--- src/rtl/crc8wfc_pkg.sv ---
`timescale 1ns / 1ps

package crc8wfc_pkg;

    localparam int COUNT_W = 3;
    localparam int FW_EFF_W = 4;
    localparam int FRAME_SLOTS = 6;

    localparam logic [7:0] CRC_POLY = 8'h31;
    localparam logic [7:0] CRC_INIT = 8'hFF;
    localparam logic [COUNT_W-1:0] FRAME_WORDS_RST = 3'd6;

    typedef enum logic [2:0] {
        PH_DATA_HI = 3'b001,
        PH_DATA_LO = 3'b010,
        PH_CRC     = 3'b100
    } phase_t;

    typedef struct packed {
        logic [7:0] rx_byte;
        logic       frame_start;
    } in_item_t;

    typedef struct packed {
        logic [31:0] co2_bits;
        logic [31:0] temp_bits;
        logic [31:0] humidity_bits;
        logic [15:0] status_word;
        logic        data_ready;
        logic        crc_ok;
        logic [2:0]  first_bad_word;
    } out_item_t;

    typedef struct packed {
        logic               hi;
        logic               lo;
        logic [COUNT_W-1:0] slot;
        logic [7:0]         data;
    } store_wr_t;

    typedef struct packed {
        logic                emit;
        logic                crc_ok;
        logic [2:0]          first_bad;
        logic [FW_EFF_W-1:0] fw_eff;
    } frame_status_t;

    // CRC-8, MSB first, no reflection, no final XOR.
    function automatic logic [7:0] crc8_byte(input logic [7:0] crc, input logic [7:0] data);
        logic [7:0] c;
        c = crc ^ data;
        for (int k = 0; k < 8; k++) begin
            if (c[7])
            begin
                c = {c[6:0], 1'b0} ^ CRC_POLY;
            end
            else
            begin
                c = {c[6:0], 1'b0};
            end
        end
        return c;
    endfunction

endpackage

--- src/rtl/crc8wfc_frame_ctrl.sv ---
`timescale 1ns / 1ps

module crc8wfc_frame_ctrl #(
    parameter int MAX_WORDS = 6
) (
    input  logic                                       clk,
    input  logic                                       rst_n,
    input  logic                                       step,
    input  crc8wfc_pkg::in_item_t                      item,
    input  logic [crc8wfc_pkg::COUNT_W-1:0]            frame_words,
    output crc8wfc_pkg::store_wr_t                     wr,
    output crc8wfc_pkg::frame_status_t                 status
);

    localparam logic [crc8wfc_pkg::FW_EFF_W-1:0] MaxWordsEff =
        crc8wfc_pkg::FW_EFF_W'(MAX_WORDS);

    crc8wfc_pkg::phase_t                phase_reg, phase_next, phase_v;
    logic [crc8wfc_pkg::COUNT_W-1:0]    count_reg, count_next, count_v;
    logic [7:0]                         crc_reg, crc_next, crc_v;
    logic                               err_reg, err_next, err_v, err_n;
    logic [2:0]                         bad_reg, bad_next, bad_v, bad_n;
    logic [crc8wfc_pkg::FW_EFF_W-1:0]   fw_eff;

    always_comb
    begin
        fw_eff = {1'b0, frame_words};
        if (frame_words == '0)
        begin
            fw_eff = crc8wfc_pkg::FW_EFF_W'(1);
        end
        else if (fw_eff > MaxWordsEff)
        begin
            fw_eff = MaxWordsEff;
        end
    end

    always_comb
    begin
        phase_v = phase_reg;
        count_v = count_reg;
        crc_v   = crc_reg;
        err_v   = err_reg;
        bad_v   = bad_reg;
        // A frame start restarts the frame and the byte is then the first data byte.
        if (item.frame_start)
        begin
            phase_v = crc8wfc_pkg::PH_DATA_HI;
            count_v = '0;
            crc_v   = crc8wfc_pkg::CRC_INIT;
            err_v   = 1'b0;
            bad_v   = '0;
        end

        phase_next = phase_v;
        count_next = count_v;
        crc_next   = crc_v;
        err_next   = err_v;
        bad_next   = bad_v;
        err_n      = err_v;
        bad_n      = bad_v;
        wr         = '0;
        wr.slot    = count_v;
        wr.data    = item.rx_byte;
        status     = '0;
        status.fw_eff = fw_eff;

        case (phase_v)
            crc8wfc_pkg::PH_DATA_HI:
            begin
                crc_next   = crc8wfc_pkg::crc8_byte(crc_v, item.rx_byte);
                wr.hi      = step;
                phase_next = crc8wfc_pkg::PH_DATA_LO;
            end
            crc8wfc_pkg::PH_DATA_LO:
            begin
                crc_next   = crc8wfc_pkg::crc8_byte(crc_v, item.rx_byte);
                wr.lo      = step;
                phase_next = crc8wfc_pkg::PH_CRC;
            end
            default:
            begin
                if (item.rx_byte != crc_v && !err_v)
                begin
                    err_n = 1'b1;
                    bad_n = count_v;
                end
                crc_next   = crc8wfc_pkg::CRC_INIT;
                phase_next = crc8wfc_pkg::PH_DATA_HI;
                err_next   = err_n;
                bad_next   = bad_n;
                if (({1'b0, count_v} + crc8wfc_pkg::FW_EFF_W'(1)) < fw_eff)
                begin
                    count_next = count_v + crc8wfc_pkg::COUNT_W'(1);
                end
                else
                begin
                    status.emit = step;
                    count_next  = '0;
                    err_next    = 1'b0;
                    bad_next    = '0;
                end
            end
        endcase

        status.crc_ok    = !err_n;
        status.first_bad = err_n ? bad_n : 3'd0;
    end

    always_ff @(posedge clk or negedge rst_n)
    begin
        if (!rst_n)
        begin
            phase_reg <= crc8wfc_pkg::PH_DATA_HI;
            count_reg <= '0;
            crc_reg   <= crc8wfc_pkg::CRC_INIT;
            err_reg   <= 1'b0;
            bad_reg   <= '0;
        end
        else if (step)
        begin
            phase_reg <= phase_next;
            count_reg <= count_next;
            crc_reg   <= crc_next;
            err_reg   <= err_next;
            bad_reg   <= bad_next;
        end
    end

endmodule

--- config.mk ---
export PLATFORM = sky130hd
export DESIGN_NAME = crc8wfc_frame_ctrl
export DESIGN_NICKNAME = d
export VERILOG_FILES = /design/src/rtl/crc8wfc_pkg.sv /design/src/rtl/crc8wfc_frame_ctrl.sv
export SDC_FILE = /design/constraint.sdc
export NUM_CORES = 1
export LEC_CHECK = 0
export BUFFER_PORTS_ARGS = -buffer_cell sky130_fd_sc_hd__buf_2
export CAP_MARGIN = 20
export CELL_PAD_IN_SITES_DETAIL_PLACEMENT = 1
export CELL_PAD_IN_SITES_GLOBAL_PLACEMENT = 2
export CORE_MARGIN = 2
export CORE_UTILIZATION = 31
export CTS_CLUSTER_DIAMETER = 100
export DETAILED_ROUTE_END_ITERATION = 8
export PLACE_DENSITY_LB_ADDON = 0.05
export SYNTH_ARGS = -nofsm -noshare
export SYNTH_HDL_FRONTEND = slang
export SYNTH_SLANG_ARGS = --single-unit
--- constraint.sdc ---
create_clock -name clk -period 3.55 [get_ports clk]
set_clock_uncertainty 0.1 [all_clocks]
set_input_delay 0.71 -clock clk [delete_from_list [all_inputs] [get_ports clk]]
set_output_delay 0.71 -clock clk [all_outputs]
set_load 0.05 [all_outputs]
==> flow_metrics.tcl, run 1 <==
set metrics [dict create \
    synth_cells 188 \
    synthesis.nets 206 \
    synth-async-reset-ratio_pct 100 \
    nNetsFinal 233 \
    syn_avg_cell_area_um2 8.34 \
    p_leak_nw 0.843 \
    drt_pass1_iterations 4 \
    clock_latency_ps 260 \
    rr_endpoint "bad_reg[0]" \
    post-cts-setup-buffer-count 0 \
    crit_path_end_kind "output pin" \
    layout-drive-gt1-share_pct 30.8 \
    ys_seq_area_share_pct 29.4 \
    yosys.cell_types.count 47 \
    ys_top_cells_by_area "dfstp_2 (15%), dfrtp_1 (14%), xnor2_1 (7.8%), xor2_1 (5.6%), buf_4 (4.3%)" \
    crit_buf_inv 3 \
    dp.cells 277 \
    viasPerCell 5.19 \
    grt_pass1_vias 1523 \
    setup_viol 0 \
    crit_path_top_delay_cell "or3_1" \
    reg2reg_from "count_reg[1]" \
    vdd_ir_drop_max_mv 0.159 \
    pin_count 37 \
    grt_use_total_pct 17.6 \
    cts_sinks 18 \
    grt-ovfl-total 0 \
    cp.required_ps 2740 \
    initial_core_util_pct 32.8 \
    drv_cap 0 \
    cp_max_fo 17 \
    synth-edff-count 0 \
    vias 1459 \
    crit_start "item[0]" \
    grt_max_degree 23 \
    cts_buffers 3 \
    hpwl_mm 3.64 \
    clk_path_buf_depth 2 \
    cp_data_arrival_time_ps 2640 \
    whs_ps 289 \
    yosysWarnings 0 \
    crit_family "simple AND/OR/NAND/NOR gates" \
    worstPathCellList "buf_2, buf_4, or3_1, a21oi_1, o22ai_1, or3_1, nand2_1, o21ai_1, buf_2" \
    rsz0062_at_grt "no" \
    start_kind "primary input" \
    synth.top_cell.area_share_pct 15.1 \
    drt-initial-drc-count 72 \
    drc_errors 0 \
    setup.worst_path.class "primary input to output pin" \
    die_h_um 75.1 \
    final_cell_count_no_fill 281 \
    clk_pin_slew_ps 80 \
    fmax_mhz 290 \
    syn-cell-area_um2 1570 \
    p_per_area_nw_per_um2 621 \
    r2r.worst_path.cells 10 \
    period_share_pct 97.2 \
    row_count 25 \
    nFillCells 580 \
    reg2reg_slack_ps 1000 \
    utilization_pct 38.9 \
    report.final.slew_viol_count 0 \
    timing.final.crit_period_ps 3450 \
    die_w_um 75.1 \
    routabilityCongestion 0.912 \
    hold_buffers 0 \
    grt_pass1_wl_mm 7.51 \
    status "finished clean" \
    core-area_um2 4790 \
    area_delta_synth_final_pct 18.8 \
    endpoint "status[4]" \
    yosysTopAreaCell "dfstp_2" \
    max_stage_delay_ps 410 \
    power_mw 1.16 \
    synth-seq-cells 18 \
    synth_top_flop_cell "dfstp_2" \
    hold_viol 0 \
    path_depth 9 \
    post_cts_resized 0 \
    min_path_type "primary input to asynchronous set/reset pin" \
    drt-total-wl_mm 4.54 \
    insertedDiodeCount 0 \
    ant_nets 0 \
    drt-wirelength-per-cell_um 16.2 \
    largest_reg_flops 8 \
    antenna_found_initial 0 \
    cts_htree_levels 1 \
    port_buffers 35 \
    dieArea_um2 5640 \
    cts_tree "done" \
    cts-root-buf "clkbuf_8" \
]
## worst min-delay path by stage
stage,cells after the start,endpoint
floorplan,0,bad_reg[0]
finish,1,count_reg[0]
global placement,1,phase_reg[1]
CTS,1,bad_reg[1]
detailed placement,1,phase_reg[1]
global route,1,count_reg[0]
## worst reg2reg max path, cell delays in order (launching register included)
cell and delay [ps]:
dfrtp_1 460, nor2b_4 190, ha_2 180, inv_1 70
xnor2_1 130, ha_1 290, nand2_1 70, o221a_4 290
a21o_1 190, and4_1 200, a211o_1 260
## area by class of cell
| class | count | area (um^2) | share of cell area (%) |
|---|---|---|---|
| multi-input combinational | 136 | 977 | 52.5 |
| timing repair buffer | 43 | 235 | 12.6 |
| inverter | 13 | 48.8 | 2.62 |
| clock buffer | 4 | 55.1 | 2.96 |
| sequential | 18 | 462 | 24.8 |
| tap | 67 | 83.8 | 4.50 |
## layer usage
metal | GRT usage, % | up-vias | routed length [um]
met5 | 0 | - | 0
met4 | 4.17 | 0 | 18
met3 | 2.68 | 2 | 181
met2 | 32.5 | 30 | 2430
met1 | 21.3 | 725 | 1910
li1 | - | 702 | -
## cells in the mapped netlist (5+ instances only)
cell	n
clkbuf_1	9
buf_4	9
nand2_1	18
a21oi_1	8
a31oi_1	7
xnor2_1	14
xor2_1	10
dfrtp_1	9
inv_1	12
nand3_1	5
nor2_1	14
a21o_1	5
dfstp_2	9
## power by group
group          internal, mW  switching (mW)  leakage [nW]
Clock                0.0986          0.0722        0.0288
Combinational         0.270           0.330         0.600
Sequential            0.298          0.0891         0.214
## cell families (layout without fill, tap and decap cells)
group / count (synthesis) / count (layout) / synth area share [%]
adder cells (fa/ha/maj): 4 / 4 / 3.03
buffers and inverters: 34 / 60 / 10.5
multiplexers: 2 / 2 / 1.44
XOR/XNOR: 26 / 26 / 16.4
AND/OR/NAND/NOR: 57 / 57 / 17.8
other: 1 / 1 / 0.239
AO/OA/AOI/OAI: 46 / 46 / 21.2
flip-flops: 18 / 18 / 29.4
## cell usage in the layout (no fill, tap or decap), types with 4 or more instances in the layout
cell      synthesis  final
buf_2             2     35
nand2_1          18     18
xnor2_1          14     14
nor2_1           14     14
inv_1            12     12
xor2_1           10     10
dfrtp_1           9      9
dfstp_2           9      9
buf_4             9      8
a21oi_1           8      7
a31oi_1           7      7
a21o_1            5      5
nand3_1           5      5
nor3_1            4      4
o41ai_1           4      4
o22a_1            4      4
clkbuf_8          0      4
## metrics by stage
step | setup WS (ps) | TNS (ps) | instance area [um^2]
floorplan | -118 | -176 | 1610
global placement | 193 | 0 | 1810
detailed placement | 110 | 0 | 1810
CTS | 98.4 | 0 | 1860
global route | 13.6 | 0 | 1860
finish | 99.5 | 0 | 1860
Power figures use the tool's default switching activity.
==> inputs of run 2 (changes only) <==
--- a/config.mk
+++ b/config.mk
@@ -10,7 +10,7 @@
 export CELL_PAD_IN_SITES_DETAIL_PLACEMENT = 1
 export CELL_PAD_IN_SITES_GLOBAL_PLACEMENT = 2
 export CORE_MARGIN = 2
-export CORE_UTILIZATION = 31
+export CORE_UTILIZATION = 33
 export CTS_CLUSTER_DIAMETER = 100
 export DETAILED_ROUTE_END_ITERATION = 8
 export PLACE_DENSITY_LB_ADDON = 0.05
==> constraint.sdc (replaced) <==
create_clock -name clk -period 4.3 [get_ports clk]
set_clock_uncertainty 0.1 [all_clocks]
set_input_delay 0.86 -clock clk [delete_from_list [all_inputs] [get_ports clk]]
set_output_delay 0.86 -clock clk [all_outputs]
set_load 0.05 [all_outputs]
==> run 2 against run 1 <==
Final area down 4.6%. Register-to-register slack gained 680 ps. Global-route usage fell by 0.23 points. Non-clock buffer count is 6 lower. Clock power down 15%. Routed wire length is 5.1% lower. Worst setup slack better by 350 ps. Hold slack improved by 110 ps. Critical path depth rose by 2. Combinational power decreased by 19%. Via count is 3.7% lower. Largest cell class unchanged.
==> flow_metrics.tcl, run 2 (synthesis gave the netlist of run 1 again) <==
set metrics [dict create \
    port_buffers 35 \
    p_per_area_nw_per_um2 535 \
    grt_use_total_pct 17.3 \
    area_delta_synth_final_pct 13.3 \
    clk_path_buf_depth 2 \
    insertedDiodeCount 0 \
    ant_nets 0 \
    power.switching_uw 408 \
    crit_path_end_kind "output pin" \
    antenna_found_initial 0 \
    hold_buffers 0 \
    stdcell_area_um2 1780 \
    grt-ovfl-total 0 \
    report.final.slew_viol_count 0 \
    post-cts-setup-buffer-count 0 \
    grt_pass1_vias 1448 \
    combPwrFrac_pct 51.0 \
    nFillCells 565 \
    drt-total-wl_mm 4.31 \
    nNetsFinal 227 \
    layout-drive-gt1-share_pct 27.9 \
    start_kind "primary input" \
    cts_buffers 3 \
    p_leak_nw 0.811 \
    row_count 25 \
    cts_tree "done" \
    dpl_cell_area_um2 1720 \
    hpwl_mm 3.38 \
    drt-initial-drc-count 54 \
    drt_pass1_iterations 4 \
    fmax_mhz 260 \
    hold_viol 0 \
    die_h_um 72.9 \
    status "finished clean" \
    clk_pin_slew_ps 70 \
    die_w_um 72.9 \
    vdd_ir_drop_max_mv 0.142 \
    min_path_type "flop to flop" \
    tns_ps 0 \
    dieArea_um2 5320 \
    pin_count 37 \
    final_cell_count_no_fill 262 \
    cp.required_ps 3340 \
    cp_max_fo 12 \
    drv_cap 0 \
    p_sw_share_pct 42.9 \
    internal_power_uw 542 \
    layout_common_cells "buf_2 (35), nand2_1 (18), xnor2_1 (14), nor2_1 (14), inv_1 (12)" \
    drt-wirelength-per-cell_um 16.5 \
    cts_sinks 18 \
    cts_htree_levels 1 \
    seq_power_share_pct 33.7 \
    clkPwrFrac_pct 15.4 \
    period_share_pct 89.5 \
    dp.cells 258 \
    setup.worst_path.class "primary input to output pin" \
    whs_ps 398 \
    final_common_cell "buf_2" \
    setup_viol 0 \
    core-area_um2 4660 \
    post_cts_resized 0 \
    grt_pass1_wl_mm 7.15 \
    drc_errors 0 \
    clock_latency_ps 260 \
    rsz0062_at_grt "no" \
    routabilityCongestion 0.776 \
    reg2reg_slack_ps 1680 \
    timing.final.crit_period_ps 3850 \
    viasPerCell 5.36 \
    grt_max_degree 24 \
    largest_reg_flops 8 \
    cts-root-buf "clkbuf_8" \
    cp_data_arrival_time_ps 2890 \
    initial_core_util_pct 33.6 \
    vias 1405 \
]
-- run 2: metrics by stage --
| step | power, mW | setup slack (ps) | utilization, % |
|---|---|---|---|
| floorplan | 0.697 | 68.4 | - |
| global placement | 0.800 | 465 | 36.9 |
| detailed placement | 0.810 | 435 | 36.9 |
| CTS | 0.962 | 430 | 38.1 |
| global route | 1.02 | 283 | 38.1 |
| finish | 0.950 | 452 | 38.1 |
-- run 2: power groups by stage --
stage          logic, mW  clock network [mW]  registers [mW]
2_1_floorplan      0.413                   0           0.284
3_3_place_gp       0.481                   0           0.319
3_5_place_dp       0.487                   0           0.323
4_1_cts            0.492               0.150           0.320
5_1_grt            0.536               0.155           0.331
6_report           0.484               0.146           0.320
-- run 2: final timing paths --
check,from,to,cells after the start
worst min register to register,phase_reg[0],phase_reg[0],2
worst max-delay path,item[0],status[8],11
worst max register to register,count_reg[0],bad_reg[0],11
max in group asynchronous,rst_n,crc_reg[5],1
min in group asynchronous,rst_n,phase_reg[1],1
worst min-delay path,phase_reg[0],phase_reg[0],2
-- run 2: worst max-delay path, stage by stage --
cell      delay [ps]
buf_2            250
nand2b_1         170
inv_1             70
ha_1             210
inv_1             90
xnor2_1           80
ha_1             290
nand2_1           50
o221a_2          320
a21oi_2          190
buf_2            290
-- run 2: final cells by class --
type	instances	area [um^2]	area share [%]
Multi-Input combinational cell	136	953	53.7
Sequential cell	18	462	26.0
Timing Repair Buffer	37	190	10.7
Tap cell	54	67.6	3.80
Clock buffer	4	55.1	3.10
Inverter	13	48.8	2.75
-- run 2: routing by layer --
layer	vias to the layer above	wire length [um]	share of wire [%]	track usage (%)
met1	681	1920	45	21.2
met2	29	2210	51	30.9
met4	0	61	1.4	5.97
met5	-	0	0	0
li1	689	-	-	-
met3	6	115	2.7	2.62
